File: config.mk
export PLATFORM = sky130hd
export DESIGN_NAME = planar_image_file_decoder
export DESIGN_NICKNAME = d
export VERILOG_FILES = /design/src/rtl/pifd_pkg.sv /design/src/rtl/pifd_front.sv /design/src/rtl/pifd_fifo.sv /design/src/rtl/pifd_back.sv /design/src/rtl/planar_image_file_decoder.sv
export SDC_FILE = /design/constraint.sdc
export NUM_CORES = 1
export LEC_CHECK = 0
export BUFFER_PORTS_ARGS = -buffer_cell sky130_fd_sc_hd__buf_2
export CORE_MARGIN = 4
export CORE_UTILIZATION = 25
export CTS_CLUSTER_SIZE = 30
export DETAILED_ROUTE_END_ITERATION = 10
export HOLD_SLACK_MARGIN = 0.08
export REMOVE_ABC_BUFFERS = 1
export SETUP_SLACK_MARGIN = 0.2
export SYNTH_ARGS = -nofsm -noshare
export SYNTH_HDL_FRONTEND = slang
export SYNTH_SLANG_ARGS = --single-unit
File: constraint.sdc
create_clock -name clk -period 8.1 [get_ports clk]
set_input_delay 0.81 -clock clk [delete_from_list [all_inputs] [get_ports clk]]
set_output_delay 0.81 -clock clk [all_outputs]
set_load 0.05 [all_outputs]
File: src/rtl/pifd_pkg.sv
`default_nettype none
package pifd_pkg;

	localparam int IMAGE_WIDTH    = 320;
	localparam int IMAGE_HEIGHT   = 200;
	localparam int HEAD_BYTES     = 2;
	localparam int DATA_START     = 34;
	localparam int GROUPS_PER_ROW = IMAGE_WIDTH / 16;
	localparam int IMAGE_END      = DATA_START + 8 * GROUPS_PER_ROW * IMAGE_HEIGHT;
	localparam int POS_W          = $clog2(IMAGE_END + 1);
	localparam int COL_W          = (GROUPS_PER_ROW > 1) ? $clog2(GROUPS_PER_ROW) : 1;
	localparam int QUEUE_DEPTH    = 4;
	localparam int QPTR_W         = $clog2(QUEUE_DEPTH);
	localparam int QCNT_W         = $clog2(QUEUE_DEPTH + 1);

	typedef struct packed {
		logic [7:0] file_byte;
		logic       new_file;
	} byte_beat_t;

	typedef struct packed {
		logic       item_kind;
		logic [3:0] color_index;
		logic [8:0] pixel_x;
		logic [7:0] pixel_y;
		logic [3:0] red_level;
		logic [3:0] green_level;
		logic [3:0] blue_level;
		logic       extended_palette;
		logic       header_error;
		logic       final_item;
	} result_beat_t;

	typedef enum logic [1:0] {
		CMD_PAL_HI,
		CMD_PAL_LO,
		CMD_GROUP
	} cmd_kind_t;

	typedef struct packed {
		cmd_kind_t       kind;
		logic [7:0][7:0] grp;
		logic [3:0]      pal_idx;
		logic [8:0]      x_base;
		logic [7:0]      row;
		logic            fresh;
		logic            last;
		logic            hdr;
	} cmd_t;

	typedef enum logic {
		BK_RUN,
		BK_PAL
	} bk_state_t;

	localparam logic KIND_PIXEL   = 1'b0;
	localparam logic KIND_PALETTE = 1'b1;

endpackage
`default_nettype wire

File: src/rtl/pifd_front.sv
`default_nettype none
module pifd_front (
	input  wire                 clk,
	input  wire                 arst_n,
	input  wire                 byte_valid,
	output logic                byte_stall,
	input  pifd_pkg::byte_beat_t byte_data,
	input  wire                 q_full,
	output logic                q_push,
	output pifd_pkg::cmd_t      q_cmd
);

	logic [pifd_pkg::POS_W-1:0] pos_q, pos_eff;
	logic [pifd_pkg::COL_W-1:0] col_q, col_eff;
	logic [7:0]                 row_q, row_eff;
	logic                       hdr_q, hdr_eff;
	logic                       fresh_q, fresh_eff;
	logic [6:0][7:0]            gb_q;
	logic                       accept;
	logic                       in_image;
	logic                       in_head;
	logic                       in_pal;
	logic [4:0]                 off;
	logic [2:0]                 g;

	assign byte_stall = q_full;
	assign accept     = byte_valid && !byte_stall;

	assign pos_eff   = byte_data.new_file ? '0 : pos_q;
	assign col_eff   = byte_data.new_file ? '0 : col_q;
	assign row_eff   = byte_data.new_file ? '0 : row_q;
	assign hdr_eff   = byte_data.new_file ? 1'b0 : hdr_q;
	assign fresh_eff = byte_data.new_file | fresh_q;

	assign in_image = pos_eff < pifd_pkg::POS_W'(pifd_pkg::IMAGE_END);
	assign in_head  = pos_eff < pifd_pkg::POS_W'(pifd_pkg::HEAD_BYTES);
	assign in_pal   = !in_head && (pos_eff < pifd_pkg::POS_W'(pifd_pkg::DATA_START));
	assign off      = pos_eff[4:0] - 5'(pifd_pkg::HEAD_BYTES);
	assign g        = pos_eff[2:0] - 3'(pifd_pkg::DATA_START);

	always_comb begin
		q_push        = 1'b0;
		q_cmd.kind    = off[0] ? pifd_pkg::CMD_PAL_LO : pifd_pkg::CMD_PAL_HI;
		q_cmd.grp     = {gb_q, byte_data.file_byte};
		q_cmd.pal_idx = off[4:1];
		q_cmd.x_base  = 9'({col_eff, 4'b0000});
		q_cmd.row     = row_eff;
		q_cmd.fresh   = fresh_eff;
		q_cmd.last    = (pos_eff + 1'b1) == pifd_pkg::POS_W'(pifd_pkg::IMAGE_END);
		q_cmd.hdr     = hdr_eff;
		if (accept && in_image && !in_head) begin
			if (in_pal) begin
				q_push = 1'b1;
			end else if (g == 3'd7) begin
				q_push     = 1'b1;
				q_cmd.kind = pifd_pkg::CMD_GROUP;
				q_cmd.grp  = {byte_data.file_byte, gb_q};
			end
		end
	end

	always_ff @(posedge clk or negedge arst_n) begin
		if (!arst_n) begin
			pos_q   <= '0;
			col_q   <= '0;
			row_q   <= '0;
			hdr_q   <= 1'b0;
			fresh_q <= 1'b1;
		end else if (accept) begin
			pos_q   <= pos_eff;
			col_q   <= col_eff;
			row_q   <= row_eff;
			hdr_q   <= hdr_eff;
			fresh_q <= fresh_eff;
			if (in_image) begin
				pos_q <= pos_eff + 1'b1;
				if (in_head) begin
					hdr_q <= hdr_eff | (byte_data.file_byte != 8'd0);
				end else if (!in_pal && g == 3'd7) begin
					fresh_q <= 1'b0;
					if (col_eff == pifd_pkg::COL_W'(pifd_pkg::GROUPS_PER_ROW - 1)) begin
						col_q <= '0;
						row_q <= row_eff + 8'd1;
					end else begin
						col_q <= col_eff + 1'b1;
					end
				end
			end
		end
	end

	always_ff @(posedge clk) begin
		if (accept && in_image && !in_head && !in_pal && g != 3'd7) begin
			gb_q[g] <= byte_data.file_byte;
		end
	end

endmodule
`default_nettype wire

File: src/rtl/pifd_fifo.sv
`default_nettype none
module pifd_fifo (
	input  wire             clk,
	input  wire             arst_n,
	input  wire             push,
	input  pifd_pkg::cmd_t  push_cmd,
	input  wire             pop,
	output logic            full,
	output logic            head_valid,
	output pifd_pkg::cmd_t  head_cmd
);

	pifd_pkg::cmd_t              mem_q [pifd_pkg::QUEUE_DEPTH];
	logic [pifd_pkg::QPTR_W-1:0] wr_q, rd_q;
	logic [pifd_pkg::QCNT_W-1:0] cnt_q;
	logic                        do_pop;

	assign full       = cnt_q == pifd_pkg::QCNT_W'(pifd_pkg::QUEUE_DEPTH);
	assign head_valid = cnt_q != '0;
	assign head_cmd   = mem_q[rd_q];
	assign do_pop     = pop && head_valid;

	always_ff @(posedge clk or negedge arst_n) begin
		if (!arst_n) begin
			wr_q  <= '0;
			rd_q  <= '0;
			cnt_q <= '0;
		end else begin
			if (push) begin
				wr_q <= wr_q + 1'b1;
			end
			if (do_pop) begin
				rd_q <= rd_q + 1'b1;
			end
			if (push && !do_pop) begin
				cnt_q <= cnt_q + 1'b1;
			end else if (do_pop && !push) begin
				cnt_q <= cnt_q - 1'b1;
			end
		end
	end

	always_ff @(posedge clk) begin
		if (push) begin
			mem_q[wr_q] <= push_cmd;
		end
	end

endmodule
`default_nettype wire

File: src/rtl/pifd_back.sv
`default_nettype none
module pifd_back (
	input  wire                    clk,
	input  wire                    arst_n,
	input  wire                    head_valid,
	input  pifd_pkg::cmd_t         head_cmd,
	output logic                   pop,
	output logic                   result_valid,
	input  wire                    result_stall,
	output pifd_pkg::result_beat_t result_data
);

	pifd_pkg::bk_state_t    state_q, state_d;
	logic [3:0]             cnt_q;
	logic [15:0]            seen_q;
	logic                   hdr_q;
	logic [15:0]            pal_q [16];
	pifd_pkg::result_beat_t out_q, res;
	logic                   out_valid_q;
	logic                   can_emit;
	logic                   emit;
	logic                   emit_pix;
	logic                   pal_we;
	logic                   is_group;
	logic [3:0]             color;
	logic [15:0]            xbits;
	logic                   ext;
	logic [7:0]             hi, lo;
	logic                   used;

	assign can_emit     = !out_valid_q || !result_stall;
	assign result_valid = out_valid_q;
	assign result_data  = out_q;
	assign is_group     = head_valid && head_cmd.kind == pifd_pkg::CMD_GROUP;

	always_comb begin
		for (int b = 0; b < 4; b++) begin
			color[b] = head_cmd.grp[2 * b + int'(cnt_q[3])][3'd7 - cnt_q[2:0]];
		end
	end

	always_comb begin
		for (int c = 0; c < 16; c++) begin
			xbits[c] = (pal_q[c][11] | pal_q[c][7] | pal_q[c][3]) & (seen_q[c] | (c == 0));
		end
	end
	assign ext  = |xbits;
	assign hi   = pal_q[cnt_q][15:8];
	assign lo   = pal_q[cnt_q][7:0];
	assign used = (cnt_q == 4'd0) || seen_q[cnt_q];

	always_comb begin
		state_d = state_q;
		unique case (state_q)
			pifd_pkg::BK_RUN: begin
				if (is_group && can_emit && cnt_q == 4'd15 && head_cmd.last) begin
					state_d = pifd_pkg::BK_PAL;
				end
			end
			pifd_pkg::BK_PAL: begin
				if (can_emit && cnt_q == 4'd15) begin
					state_d = pifd_pkg::BK_RUN;
				end
			end
			default: state_d = pifd_pkg::BK_RUN;
		endcase
	end

	always_comb begin
		pop      = 1'b0;
		emit     = 1'b0;
		emit_pix = 1'b0;
		pal_we   = 1'b0;
		res      = '0;
		unique case (state_q)
			pifd_pkg::BK_RUN: begin
				res.item_kind    = pifd_pkg::KIND_PIXEL;
				res.color_index  = color;
				res.pixel_x      = head_cmd.x_base + {5'b00000, cnt_q};
				res.pixel_y      = head_cmd.row;
				res.header_error = head_cmd.hdr;
				if (head_valid) begin
					if (is_group) begin
						emit     = can_emit;
						emit_pix = can_emit;
						pop      = can_emit && cnt_q == 4'd15;
					end else begin
						pal_we = 1'b1;
						pop    = 1'b1;
					end
				end
			end
			pifd_pkg::BK_PAL: begin
				res.item_kind        = pifd_pkg::KIND_PALETTE;
				res.color_index      = cnt_q;
				res.extended_palette = ext;
				res.header_error     = hdr_q;
				res.final_item       = cnt_q == 4'd15;
				if (used) begin
					if (ext) begin
						res.red_level   = {hi[2:0], hi[3]};
						res.green_level = {lo[6:4], lo[7]};
						res.blue_level  = {lo[2:0], lo[3]};
					end else begin
						res.red_level   = {1'b0, hi[2:0]};
						res.green_level = {1'b0, lo[6:4]};
						res.blue_level  = {1'b0, lo[2:0]};
					end
				end
				emit = can_emit;
			end
			default: res = '0;
		endcase
	end

	always_ff @(posedge clk or negedge arst_n) begin
		if (!arst_n) begin
			state_q     <= pifd_pkg::BK_RUN;
			cnt_q       <= '0;
			seen_q      <= '0;
			hdr_q       <= 1'b0;
			out_valid_q <= 1'b0;
		end else begin
			state_q <= state_d;
			if (emit) begin
				cnt_q       <= cnt_q + 4'd1;
				out_valid_q <= 1'b1;
			end else if (!result_stall) begin
				out_valid_q <= 1'b0;
			end
			if (emit_pix) begin
				hdr_q  <= head_cmd.hdr;
				seen_q <= ((head_cmd.fresh && cnt_q == 4'd0) ? 16'd0 : seen_q)
					| (16'd1 << color);
			end
		end
	end

	always_ff @(posedge clk) begin
		if (emit) begin
			out_q <= res;
		end
		if (pal_we) begin
			if (head_cmd.kind == pifd_pkg::CMD_PAL_HI) begin
				pal_q[head_cmd.pal_idx][15:8] <= head_cmd.grp[0];
			end else begin
				pal_q[head_cmd.pal_idx][7:0] <= head_cmd.grp[0];
			end
		end
	end

endmodule
`default_nettype wire

File: src/rtl/planar_image_file_decoder.sv
`default_nettype none
// Decodes a four-bitplane image file arriving one byte per beat. The front end takes a byte
// every cycle while its four-entry command queue has room; the back end gives one result per
// cycle while a command waits and the result port is not stalled, so a group of eight pixel
// bytes yields sixteen pixel results and the result port sets the sustained rate. Header and
// palette bytes give no result beats. After the last image byte the back end gives sixteen
// palette entries before it takes the next queued command. No clearing pass follows reset.
module planar_image_file_decoder (
	input  wire                    clk,
	input  wire                    arst_n,
	input  wire                    byte_valid,
	output logic                   byte_stall,
	input  pifd_pkg::byte_beat_t   byte_data,
	output logic                   result_valid,
	input  wire                    result_stall,
	output pifd_pkg::result_beat_t result_data
);

	logic           q_full;
	logic           q_push;
	logic           q_pop;
	logic           q_head_valid;
	pifd_pkg::cmd_t q_cmd;
	pifd_pkg::cmd_t q_head;

	pifd_front u_front (
		.clk        (clk),
		.arst_n     (arst_n),
		.byte_valid (byte_valid),
		.byte_stall (byte_stall),
		.byte_data  (byte_data),
		.q_full     (q_full),
		.q_push     (q_push),
		.q_cmd      (q_cmd)
	);

	pifd_fifo u_fifo (
		.clk        (clk),
		.arst_n     (arst_n),
		.push       (q_push),
		.push_cmd   (q_cmd),
		.pop        (q_pop),
		.full       (q_full),
		.head_valid (q_head_valid),
		.head_cmd   (q_head)
	);

	pifd_back u_back (
		.clk          (clk),
		.arst_n       (arst_n),
		.head_valid   (q_head_valid),
		.head_cmd     (q_head),
		.pop          (q_pop),
		.result_valid (result_valid),
		.result_stall (result_stall),
		.result_data  (result_data)
	);

endmodule
`default_nettype wire

After elaboration in Yosys (flattened, before gate mapping)
Memory sizes are Yosys's and may differ from the RTL's.
Cells that the tools add are included.
- bitwise gates (word level): 51
- reduce and logical (&&, ||, !) cells: 34
- equal/unequal tests: 8
- order comparisons: 11
- shift operators: 1
- mux-type cells: 78
- $add $sub $neg: 15
- operator list (cell ; count):
    66-bit 2-to-1 mux ; 3
    8-bit 2-to-1 mux ; 14
    32-bit by 5-bit < comparator with 1-bit output, second input constant ; 3
    8-bit binary-select mux with 3-bit select ; 3
    56-bit bitwise mux ; 1
    1-bit 2-to-1 mux ; 36
    1-bit bitwise OR ; 34
    15-bit 2-to-1 mux ; 2
    5-bit 2-to-1 mux ; 5
    8-bit demux with 3-bit select ; 1
    1-bit logical AND ; 17
    16-bit 2-to-1 mux ; 1
    16-bit bitwise OR ; 1
    16-bit OR reduction ; 1
    1-bit by 4-bit << shifter with 16-bit output, first input constant ; 1
    15-bit by 1-bit adder with 15-bit output, second input constant ; 1
    1-bit bitwise AND ; 15
    15-bit == test, second input constant ; 1
    15-bit < comparator, second input constant ; 1
    15-bit by 2-bit < comparator with 1-bit output, second input constant ; 1
    15-bit by 6-bit < comparator with 1-bit output, second input constant ; 1
    1-bit binary-select mux with 3-bit select ; 4
    11-bit 2-to-1 mux ; 1
    5-bit case mux with 2 select lines ; 1
    other kinds (35) ; 49
- register bits after elaboration: 153
- RAM bits: 600
- memories: 2
- input bits: 13
- memory list (name ; depth ; width ; rd ports ; clocked after memory_dff ; write ports ; RTL line ; source):
    u_fifo.mem_q ; 4 ; 86 ; 1 ; 0 ; 1 ; pifd_fifo.sv:13 ; pifd_pkg::cmd_t mem_q [pifd_pkg::QUEUE_DEPTH];
    u_back.pal_q ; 16 ; 16 ; 17 ; 0 ; 1 ; pifd_back.sv:17 ; logic [15:0] pal_q [16];

Longest topological paths before layout
Gate-level depths: netlist of the first run.
- depth after elaboration: 10
- depth in mapped cells: 15
- gate-level depth less buffers: 15

Cells and area by module
A second synthesis of the first run with hierarchy kept.
- cell total of the unflattened synthesis: 1559
- area, all modules: 29094.2 µm²
- by module, submodules not included (module ; cells an instance ; area an instance (µm²) ; seq. area each (µm²) ; instances):
    pifd_fifo ; 504 ; 13389.1 ; 10985.5 ; 1
    pifd_back ; 637 ; 10900.5 ; 7452.1 ; 1
    pifd_front ; 418 ; 4804.6 ; 2433.6 ; 1

Worst setup path before layout of the first run
OpenSTA, ideal clock, no wires.
- path kind: input to register
- start point: input port byte_data[0] (netlist bit)
- end point: memory u_fifo.mem_q[0][0] (netlist bit) (enable)
- path slack: 1209 ps
- cell stages on the path: 9
- data required time: 7568 ps
- library setup time: 532 ps
- arrival time: 6360 ps
- path through: inv_1 nand2_1 ha_1 or3b_2 a21oi_1 o21ai_1 a211oi_1 o21ai_1 nor2_1
- longest elaborated chain between the ends: 8
- elaborated cells between the ends (all ways): 15
- RTL lines (what ; RTL line ; source):
    from (decl) ; planar_image_file_decoder.sv:13 ; input pifd_pkg::byte_beat_t byte_data,
    15-bit 2-to-1 mux (*) ; pifd_front.sv:29 ; assign pos_eff = byte_data.new_file ? '0 : pos_q;
    15-bit by 2-bit < comparator with 1-bit output / 3-bit by 2-bit subtractor with 3-bit output (equally long branches) ; pifd_front.sv:36, pifd_front.sv:39 ;
    1-bit logical NOT / 3-bit == test (equally long branches) ; pifd_front.sv:37, pifd_front.sv:51, pifd_front.sv:54 ;
    1-bit logical AND / 1-bit 2-to-1 mux (equally long branches) ; pifd_front.sv:37, pifd_front.sv:54 ;
    1-bit 2-to-1 mux ; pifd_front.sv:52 ; if (in_pal) begin
    1-bit 2-to-1 mux (*) ; pifd_front.sv:51 ; if (accept && in_image && !in_head) begin
    1-bit 2-to-1 mux (*) ; pifd_fifo.sv:44 ; if (push) begin
    1-bit 2-to-1 mux (implied by the code) (*) ; pifd_fifo.sv:45 ; mem_q[wr_q] <= push_cmd;
    to (decl) ; pifd_fifo.sv:13 ;
Every way passes the cells marked *; elsewhere a longest branch is shown, timed or not.

Worst setup path after layout of the first run
- start point: input port byte_data[0] (netlist bit)
- end point: memory u_fifo.mem_q[3][54] (netlist bit) (enable)
Same word-level chain as after synthesis.

==> metrics.md, run 1 <==
| Metric | Value |
|---|---|
| Status | `finished clean` |
| Root Buffer | `clkbuf_16` |
| EDFF count, synth | `629` |
| Fraction of layout cells with a size suffix above 1 | `24.8%` |
| Antenna Violating Nets Remaining | `0` |
| Tmin final | `5.34 ns` |
| RSZ-0062 raised after global routing | `false` |
| Longest Clk Path Bufs | `3` |
| Post-synthesis cell area | `28300 µm²` |
| Clk_lat worst skew | `0.62 ns` |
| Area occupied by multi-input gates | `7470 µm²` |
| YS warnings | `0` |
| Max Cap Viol | `0` |
| # nets final | `1629` |
| F_max | `0.187 GHz` |
| Most used DFF post-synth | `edfxtp_1` |
| Core box area | `112000 µm²` |
| Worst Max-Slew Pin Slew | `1.13 ns` |
| Initial antenna violation count | `8` |
| Post-synthesis register bit count | `689` |
| Initial Util | `25.2%` |
| Clock buffer count from CTS | `71` |
| Largest net degree at the start of global routing | `76` |
| Setup violators final | `0` |
| Final hold vios | `0` |
| Most frequent cells in the layout | `edfxtp_1, mux4_2, nand2_1` |
| Routed vias | `14500` |
| Hold WS | `0.377 ns` |
| RD Place Congestion | `0.815` |
| # fillers | `11000` |
| R2R Setup Slk | `3.27 ns` |
| Drt via density | `4.58` |
| Rows | `123` |
| H-Tree Depth | `3` |
| Hold Path Class | `primary input to async pin` |
| Gr ovfl total | `0` |
| Worst slew margin | `24.6%` |
| DP HPWL | `39700 µm` |
| CTS tree | `built` |
| Hold_buf cts | `0` |
| Clock transition at the registers of the reported paths | `0.06 ns` |
| Final Cycle Share | `65.9%` |
| IO Count | `52` |
| Residual DRC | `0` |
| Drt pass-1 iters | `4` |
| Syn avg cell area | `18.4 µm²` |
| CP Launch Type | `primary input` |
| Register area share after synthesis | `72.1%` |
| Fraction of registers with async set/reset | `8.71%` |
| CP Max Fanout | `42` |
| Commonest non-fill, non-tap cell in the layout | `edfxtp_1` |
| Drt wl/cell | `20.0 µm` |
| Maximum vdd drop | `0.209 mV` |
| Clk_skew | `0.0276 ns` |
| Kind of critical path | `primary input to register` |
| DIE AREA | `119000 µm²` |
| R2R depth | `7` |
| Area Overhead vs Synth | `15.2%` |
| Total Neg Setup Slack | `0 ns` |
| PortBufs | `51` |
| WP data required | `8.33 ns` |
| Die height | `344 µm` |
| Post-synthesis instance total | `1533` |
| Yosys cell types | `72` |
| PwrDens | `362 nW/µm²` |
| Gr usage total | `10.6%` |
| Drt total wl | `63200 µm` |
| Slew Viols, Final | `0` |
| Cts repair resizes | `0` |
| Seq. cell area | `20400 µm²` |
| Pleak | `10.4 nW` |
| Postcts setup bufs | `0` |
| Initial drt markers | `1281` |
| First-pass GRT wire length | `95300 µm` |
| Clock sink count | `689` |
| Kind of end point of the critical path | `register` |
| Die X | `344 µm` |
| Worst EP arrival | `5.57 ns` |
| Vias in the first global route | `14700` |
-- report_power, final --
group          internal [mW]  switching, mW
clock network           1.85           1.33
registers               4.65          0.403
logic                   1.31           2.24
-- cells by family (layout without fill, tap and decap cells) --
kind of cell / count (synthesis) / in the layout / share of synthesized area [%]
adders and majority gates: 18 / 18 / 0.823
other: 0 / 4 / 0
AOI/OAI and AO/OA: 140 / 140 / 3.51
muxes: 248 / 248 / 15.8
xor gates and xnor gates: 23 / 23 / 0.712
buffers and inverters: 103 / 222 / 1.65
DFF: 689 / 689 / 72.1
and+or+nand+nor: 312 / 312 / 5.43
-- layout make-up --
| type | count | area share (%) |
|---|---|---|
| multi-input cells | 741 | 22.9 |
| clock buffers | 92 | 5.92 |
| inverters | 24 | 0.277 |
| repair buffers | 71 | 1.36 |
| diodes | 4 | 0.0307 |
| well taps | 1500 | 5.76 |
| flip-flops and latches | 689 | 62.6 |
| clock inverters | 35 | 1.09 |
-- final timing paths --
| check | start | endpoint |
|---|---|---|
| setup / recovery | byte_data[0] | u_fifo.mem_q[3][54] |
| hold / removal | arst_n | u_front.pos_q[11] |
| setup reg to reg | u_fifo.rd_q[0] | u_back.seen_q[9] |
| hold reg to reg | u_front.fresh_q | u_front.fresh_q |
| max in group asynchronous | arst_n | u_back.cnt_q[0] |
| min in group clk | u_front.fresh_q | u_front.fresh_q |
-- flip-flops by register name, indices dropped and copies added, names as in the netlist --
register             flops
u_back.hdr_q             1
u_back.state_q           1
u_front.pos_q           15
u_back.result_valid      1
u_fifo.wr_q              2
u_front.row_q            8
u_front.hdr_q            1
u_fifo.cnt_q             3
u_fifo.rd_q              2
u_back.pal_q           192
u_front.col_q            5
u_fifo.mem_q           344
u_back.cnt_q             4
u_front.gb_q            56
u_front.fresh_q          1
u_back.result_data      37
u_back.seen_q           16
-- synthesized netlist by cell type (19+ instances only) --
| cell | instances | area, µm² |
|---|---|---|
| nor2b_1 | 38 | 238 |
| clkbuf_1 | 47 | 176 |
| mux4_2 | 145 | 3270 |
| edfxtp_1 | 629 | 18900 |
| buf_2 | 19 | 95.1 |
| mux2i_1 | 25 | 250 |
| o31ai_1 | 26 | 195 |
| mux2_2 | 74 | 833 |
| nand2_1 | 91 | 342 |
| dfrtp_1 | 59 | 1480 |
| a21oi_1 | 20 | 100 |
| o21ai_0 | 23 | 115 |
| nor2_1 | 79 | 297 |
| inv_1 | 22 | 82.6 |
-- critical path: stages --
cell and delay (ns):
buf_2 0.58, inv_1 0.33, nand2_1 0.36, ha_1 0.30, or3b_2 0.48, a21oi_1 0.20
o21ai_1 0.28, a211oi_1 0.42, o21ai_1 0.43, nor2_4 0.70, buf_4 0.64
-- layer usage --
metal | routed length [µm] | global-route usage (%)
met1 | 27700 | 14.7
met2 | 29300 | 16.5
met3 | 4670 | 2.64
met4 | 1560 | 3.29
met5 | 21 | 0
-- stage by stage --
| step | utilization (%) | worst slack (ns) | instance area, µm² | cells | total power, mW |
|---|---|---|---|---|---|
| CTS | 29.0 | 2.78 | 32600 | 3152 | 11.9 |
| global route | 29.0 | 2.39 | 32600 | 3152 | 12.4 |
| global placement | 27.0 | 2.34 | 30300 | 3025 | 8.64 |
| floorplan | - | 1.20 | 27900 | 1454 | 7.56 |
| finish | 29.0 | 2.76 | 32600 | 3156 | 11.8 |
| detailed placement | 27.0 | 2.14 | 30300 | 3025 | 8.71 |
Note: power is estimated with default switching activity, not from simulation.
==> run 2, diff against run 1 <==
==> constraint.sdc (replaced) <==
create_clock -name clk -period 5.1 [get_ports clk]
set_input_delay 0.51 -clock clk [delete_from_list [all_inputs] [get_ports clk]]
set_output_delay 0.51 -clock clk [all_outputs]
set_load 0.05 [all_outputs]
==> metrics.md, run 2 (synthesis results as in run 1) <==
| Metric | Value |
|---|---|
| F_max | `0.230 GHz` |
| DP HPWL | `40500 µm (+1.8%)` |
| CTS tree | `built` |
| Maximum vdd drop | `0.283 mV (+36%)` |
| Post-DP Area | `30500 µm² (+0.66%)` |
| Pleak | `10.5 nW (+1.0%)` |
| Postcts setup bufs | `0 (unchanged)` |
| Hold_buf cts | `1 (+1)` |
| Clock buffer count from CTS | `73 (+2.8%)` |
| DIE AREA | `119000 µm² (unchanged)` |
| Initial Util | `25.2% (unchanged)` |
| Reg2reg start | `u_front.pos_q[1]` |
| Total net switching power | `6.43 mW (+62%)` |
| Hold WS | `0.303 ns (-0.0740 ns)` |
| Routed vias | `14600 (+0.84%)` |
| Commonest non-fill, non-tap cell in the layout | `edfxtp_1` |
| PwrDens | `576 nW/µm² (+59%)` |
| Setup crit start | `u_front.pos_q[1]` |
| Sequential Power Share | `42.8% (about the same)` |
| Residual DRC | `0 (unchanged)` |
| WP data required | `5.41 ns (-2.92 ns)` |
| Die height | `344 µm (unchanged)` |
| RSZ-0062 raised after global routing | `false` |
| IO Count | `52 (unchanged)` |
| Longest Clk Path Bufs | `3 (unchanged)` |
| Die X | `344 µm (unchanged)` |
| PortBufs | `51 (unchanged)` |
| Status | `finished clean` |
| Tmin final | `4.36 ns` |
| Initial antenna violation count | `2 (-6)` |
| Clk_lat worst skew | `0.63 ns (about the same)` |
| Initial drt markers | `1398 (+9.1%)` |
| Root Buffer | `clkbuf_16` |
| Final hold vios | `0 (unchanged)` |
| Worst Max-Slew Pin Slew | `1.02 ns (-0.107 ns)` |
| CP Max Fanout | `20 (-52%)` |
| Clk_skew | `0.0230 ns (-0.00462 ns)` |
| Area Overhead vs Synth | `16.1%` |
| Cts repair resizes | `0 (unchanged)` |
| Antenna Violating Nets Remaining | `0 (unchanged)` |
| Slew Viols, Final | `0 (unchanged)` |
| Clock power frac | `27.1% (about the same)` |
| Worst slew margin | `31.3% (+6.8 points)` |
| Final core occ | `29.2% (+0.21 points)` |
| Worst EP arrival | `4.67 ns (-0.90 ns)` |
| Final Cycle Share | `85.4%` |
| Post-route design area | `32800 µm² (+0.74%)` |
| Drt via density | `4.59 (+0.20%)` |
| # fillers | `11000 (-0.22%)` |
| Min-delay src | `byte_data[8]` |
| Sw frac | `34.1% (+0.36 points)` |
| H-Tree Depth | `3 (unchanged)` |
| Int Pwr | `12.5 mW (+59%)` |
| Gr ovfl total | `0 (unchanged)` |
| Hold Path Class | `primary input to register` |
| Gr usage total | `10.7% (+0.066 points)` |
| Max Cap Viol | `0 (unchanged)` |
| Top reg by flops | `u_fifo.mem_q` |
| R2R depth | `9 (+2)` |
| Setup violators final | `0 (unchanged)` |
| Vias in the first global route | `14900 (+1.7%)` |
| Rows | `123 (unchanged)` |
| Largest net degree at the start of global routing | `87 (+14%)` |
| Combinational power share | `30.1% (about the same)` |
| RD Place Congestion | `0.794 (-2.5%)` |
| Kind of critical path | `register to register` |
| Fraction of layout cells with a size suffix above 1 | `25.3% (+0.56 points)` |
| Drt wl/cell | `20.0 µm (-0.23%)` |
| Hold Path Cell Cnt | `1` |
| Number of flip-flops under the largest register name | `344 (unchanged)` |
| Drt total wl | `63500 µm (+0.41%)` |
| Clock transition at the registers of the reported paths | `0.06 ns (about the same)` |
| First-pass GRT wire length | `96100 µm (+0.81%)` |
| # nets final | `1646 (+1.0%)` |
| Kind of end point of the critical path | `register` |
| CP Launch Type | `register` |
| Clock sink count | `689 (unchanged)` |
| Largest regs | `u_fifo.mem_q x344, u_back.pal_q x192, u_front.gb_q x56` |
| Most frequent cells in the layout | `edfxtp_1, mux4_2, nand2_1` |
| Core box area | `112000 µm² (unchanged)` |
| Drt pass-1 iters | `5 (+1)` |
| Total Neg Setup Slack | `0 ns (unchanged)` |
## run 2: layout make-up
| type | count | area [µm²] | area share [%] |
|---|---|---|---|
| antenna | 1 | 2.50 | 0.00763 |
| clock buffer | 92 | 1920 | 5.85 |
| multi-input combinational | 741 | 7460 | 22.7 |
| timing repair buffer | 86 | 658 | 2.01 |
| sequential | 689 | 20400 | 62.2 |
| tap | 1500 | 1880 | 5.72 |
| clock inverter | 43 | 405 | 1.24 |
| inverter | 24 | 90.1 | 0.275 |
## run 2: worst paths after layout
kind	end	slack, ns
worst max-delay path	u_fifo.mem_q[3][35]	0.74
min in group asynchronous	u_front.pos_q[10]	0.60
worst min register to register	u_front.fresh_q	0.47
worst max register to register	u_fifo.mem_q[3][35]	0.74
worst min-delay path	u_front.gb_q[23]	0.30
max in group asynchronous	u_fifo.rd_q[0]	3.82
## run 2: per-layer routing
layer / up-vias / part of all wire (%) / track usage (%)
li1: 6339 / - / -
met1: 7677 / 45 / 15.1
met2: 487 / 46 / 16.5
met3: 86 / 6.9 / 2.45
met4: 0 / 2.2 / 2.97
met5: - / 0 / 0
## run 2: power by group through the flow
| stage | combinational, mW | clock, mW | sequential [mW] |
|---|---|---|---|
| after floorplan | 3.24 | 0 | 8.77 |
| after global placement | 5.65 | 0 | 8.18 |
| final | 5.68 | 5.11 | 8.09 |
| after CTS | 5.76 | 5.25 | 8.12 |
| after global routing | 6.11 | 5.50 | 8.20 |
| after detailed placement | 5.74 | 0 | 8.23 |
## run 2: metrics by stage
stage / instances / setup WS [ns] / power (mW)
6_report: 3176 / 0.745 / 18.9
5_1_grt: 3175 / 0.398 / 19.8
4_1_cts: 3175 / 0.749 / 19.1
3_5_place_dp: 3039 / 0.479 / 14.0
3_3_place_gp: 3039 / 0.611 / 13.8
2_1_floorplan: 1454 / -1.50 / 12.0
## run 2: worst max-delay path: stages, from the launching register on
cell and delay [ns]:
dfrtp_1 0.39, nand2_1 0.31, ha_1 0.31, or3b_2 0.48, a21oi_1 0.21, o21ai_1 0.28, a211oi_1 0.43, o21ai_1 0.43
nor2_4 0.80, buf_4 0.37
==> run 3, diff against run 2 <==
--- a/config.mk
+++ b/config.mk
@@ -7,7 +7,7 @@
 export LEC_CHECK = 0
 export BUFFER_PORTS_ARGS = -buffer_cell sky130_fd_sc_hd__buf_2
 export CORE_MARGIN = 4
-export CORE_UTILIZATION = 25
+export CORE_UTILIZATION = 45
 export CTS_CLUSTER_SIZE = 30
 export DETAILED_ROUTE_END_ITERATION = 10
 export HOLD_SLACK_MARGIN = 0.08
==> metrics.md, run 3 (synthesis results as in run 1) <==
| Metric | Value |
|---|---|
| Post-route design area | `31700 µm² (-3.4%)` |
| Worst slew margin | `25.6% (-5.7 points)` |
| Tmin final | `4.08 ns (-0.273 ns)` |
| CP Max Fanout | `10 (-50%)` |
| Post-DP Area | `29500 µm² (-3.0%)` |
| Area Overhead vs Synth | `12.2%` |
| # fillers | `5072 (-54%)` |
| RSZ-0062 raised after global routing | `false` |
| # nets final | `1638 (-0.49%)` |
| Commonest non-fill, non-tap cell in the layout | `edfxtp_1` |
| WP buf/inv | `2 (+1)` |
| Met2 routed WL | `29300 µm (+0.16%)` |
| Setup violators final | `0 (unchanged)` |
| Highest-delay cell along the critical path | `or3b_2` |
| Largest net degree at the start of global routing | `82 (-5.7%)` |
| Core box area | `61900 µm² (-45%)` |
| Critical R2R Capture | `u_fifo.cnt_q[2]` |
| Vias in the first global route | `14800 (-0.67%)` |
| Crit. path cell count | `14 (+5)` |
| Kind of critical path | `register to register` |
| Seq. cell area | `20400 µm² (unchanged)` |
| Area occupied by multi-input gates | `7460 µm² (unchanged)` |
| Clk_skew | `0.0154 ns (-0.00753 ns)` |
| Drt wl/cell | `24.4 µm (+22%)` |
| Die X | `259 µm (-25%)` |
| PortBufs | `51 (unchanged)` |
| DIE AREA | `66900 µm² (-44%)` |
| Maximum vdd drop | `0.342 mV (+21%)` |
| Initial Util | `45.7% (+20 points)` |
| Met3 wire length | `3050 µm (-30%)` |
| Slowest stage delay, CP | `0.49 ns (-0.31 ns)` |
| Final Cycle Share | `80.0% (-5.4 points)` |
| Setup ws final | `1.02 ns (+0.273 ns)` |
| DP HPWL | `38700 µm (-4.3%)` |
| Worst EP arrival | `4.59 ns (-0.08 ns)` |
| R2R depth | `14 (+5)` |
| Clock transition at the registers of the reported paths | `0.06 ns (about the same)` |
| Routed vias | `14300 (-2.0%)` |
| Gr ovfl total | `0 (unchanged)` |
| Initial antenna violation count | `0 (-2)` |
| Die height | `259 µm (-25%)` |
| Number of flip-flops under the largest register name | `344 (unchanged)` |
| Gr usage total | `18.6% (+7.9 points)` |
| WL met1 | `27200 µm (-4.4%)` |
| Drt pass-1 iters | `5 (unchanged)` |
| Drt total wl | `61100 µm (-3.8%)` |
| Antenna Violating Nets Remaining | `0 (unchanged)` |
| Root Buffer | `clkbuf_16` |
| Worst Max-Slew Pin Slew | `1.11 ns (+0.0849 ns)` |
| WHS Endpoint | `u_front.gb_q[0]` |
| Clock sink count | `689 (unchanged)` |
| Drt via density | `5.72 (+25%)` |
| Critical-path cell list | `nand2_1, ha_1, or3b_2, a21oi_1, o21ai_1, a211oi_1, o21ai_1, inv_1, ha_1, inv_1, fa_1, xor2_1, nor2_1, xor2_1` |
| Max Cap Viol | `0 (unchanged)` |
| Clk_lat worst skew | `0.60 ns (-0.03 ns)` |
| Initial drt markers | `1331 (-4.8%)` |
| CTS tree | `built` |
| First-pass GRT wire length | `94200 µm (-2.0%)` |
| IO Count | `52 (unchanged)` |
| R2R Setup Slk | `1.02 ns (+0.27 ns)` |
| Min-delay src | `byte_data[1]` |
| CP Launch Type | `register` |
| Largest regs | `u_fifo.mem_q x344, u_back.pal_q x192, u_front.gb_q x56` |
| Diodes inserted | `0 (-1)` |
| Pleak | `10.4 nW (-0.94%)` |
| Clock buffer count from CTS | `70 (-4.1%)` |
| Cts repair resizes | `0 (unchanged)` |
| Residual DRC | `0 (unchanged)` |
| Rows | `91 (-26%)` |
| Total power | `18.4 mW (-2.3%)` |
| Hold Path Cell Cnt | `1 (unchanged)` |
| Reg2reg start | `u_front.pos_q[1]` |
| Delay-heaviest family, CP | `compound AO/OA/AOI/OAI gates` |
| Most frequent cells in the layout | `edfxtp_1, mux4_2, nand2_1` |
| PwrDens | `582 nW/µm² (+1.1%)` |
| Top sig layer | `met4` |
| WP data required | `5.61 ns (+0.20 ns)` |
| RD Place Congestion | `0.816 (+2.7%)` |
| F_max | `0.245 GHz (+6.7%)` |
| Kind of end point of the critical path | `register` |
| Status | `finished clean` |
| H-Tree Depth | `3 (unchanged)` |
| Longest Clk Path Bufs | `3 (unchanged)` |
| Fraction of layout cells with a size suffix above 1 | `25.0% (-0.30 points)` |
| Final hold vios | `0 (unchanged)` |
| Top reg by flops | `u_fifo.mem_q` |
| Post-Place Setup Slack | `0.543 ns (+0.0639 ns)` |
| Hold Path Class | `primary input to register` |
| Slew Viols, Final | `0 (unchanged)` |
-- run 3: cell types whose count changed in the layout (fill, tap and decap cells not counted), moves of 2 or more --
cell,delta
clkinv_16,-2
clkbuf_1,-4
clkinv_2,+4
inv_6,+2
clkinvlp_4,-3
clkbuf_16,-2
buf_12,-5
inv_16,-2
-- run 3: how the worst max path moves through the flow --
stage                           startpoint                  to  slack, ns
after CTS                 u_front.pos_q[1]    u_front.gb_q[55]       0.96
after detailed placement      byte_data[0]    u_front.gb_q[55]       0.54
final                     u_front.pos_q[1]     u_fifo.cnt_q[2]       1.02
after global routing      u_front.pos_q[1]     u_fifo.cnt_q[2]       0.64
after global placement        byte_data[0]    u_front.gb_q[54]       0.66
after floorplan               byte_data[0]  u_fifo.mem_q[0][0]      -1.50
-- run 3: area by class of cell --
type | count | area share [%]
inverters | 24 | 0.284
well taps | 837 | 3.30
clock buffers | 87 | 5.89
flip-flops and latches | 689 | 64.3
clock inverters | 41 | 0.907
repair buffers | 81 | 1.76
multi-input cells | 741 | 23.5
-- run 3: layer usage --
| metal | vias up | global-route usage (%) |
|---|---|---|
| met5 | - | 0 |
| met4 | 0 | 5.29 |
| met3 | 103 | 2.91 |
| met2 | 413 | 29.9 |
| met1 | 7463 | 26.8 |
| li1 | 6322 | - |
-- run 3: timing repair --
action / in CTS / in global routing
hold buffers: 1 / 0
setup buffers: 0 / 0
endpoints found under the hold margin: 11 / 0
-- run 3: power breakdown --
part	internal, mW	total, mW	switching (mW)
clock	2.76	4.82	2.06
combinational	2.11	5.63	3.52
sequential	7.39	7.99	0.607
-- run 3: per-stage QoR --
stage / utilization, % / hold WS, ns / cells / TNS [ns]
6_report: 51.2 / 0.298 / 2500 / 0
5_1_grt: 51.2 / 0.282 / 2500 / 0
3_5_place_dp: 47.7 / 0.403 / 2371 / 0
3_3_place_gp: 47.7 / 0.399 / 2371 / 0
2_1_floorplan: - / 0.214 / 1454 / -713.46
4_1_cts: 51.2 / 0.255 / 2500 / 0
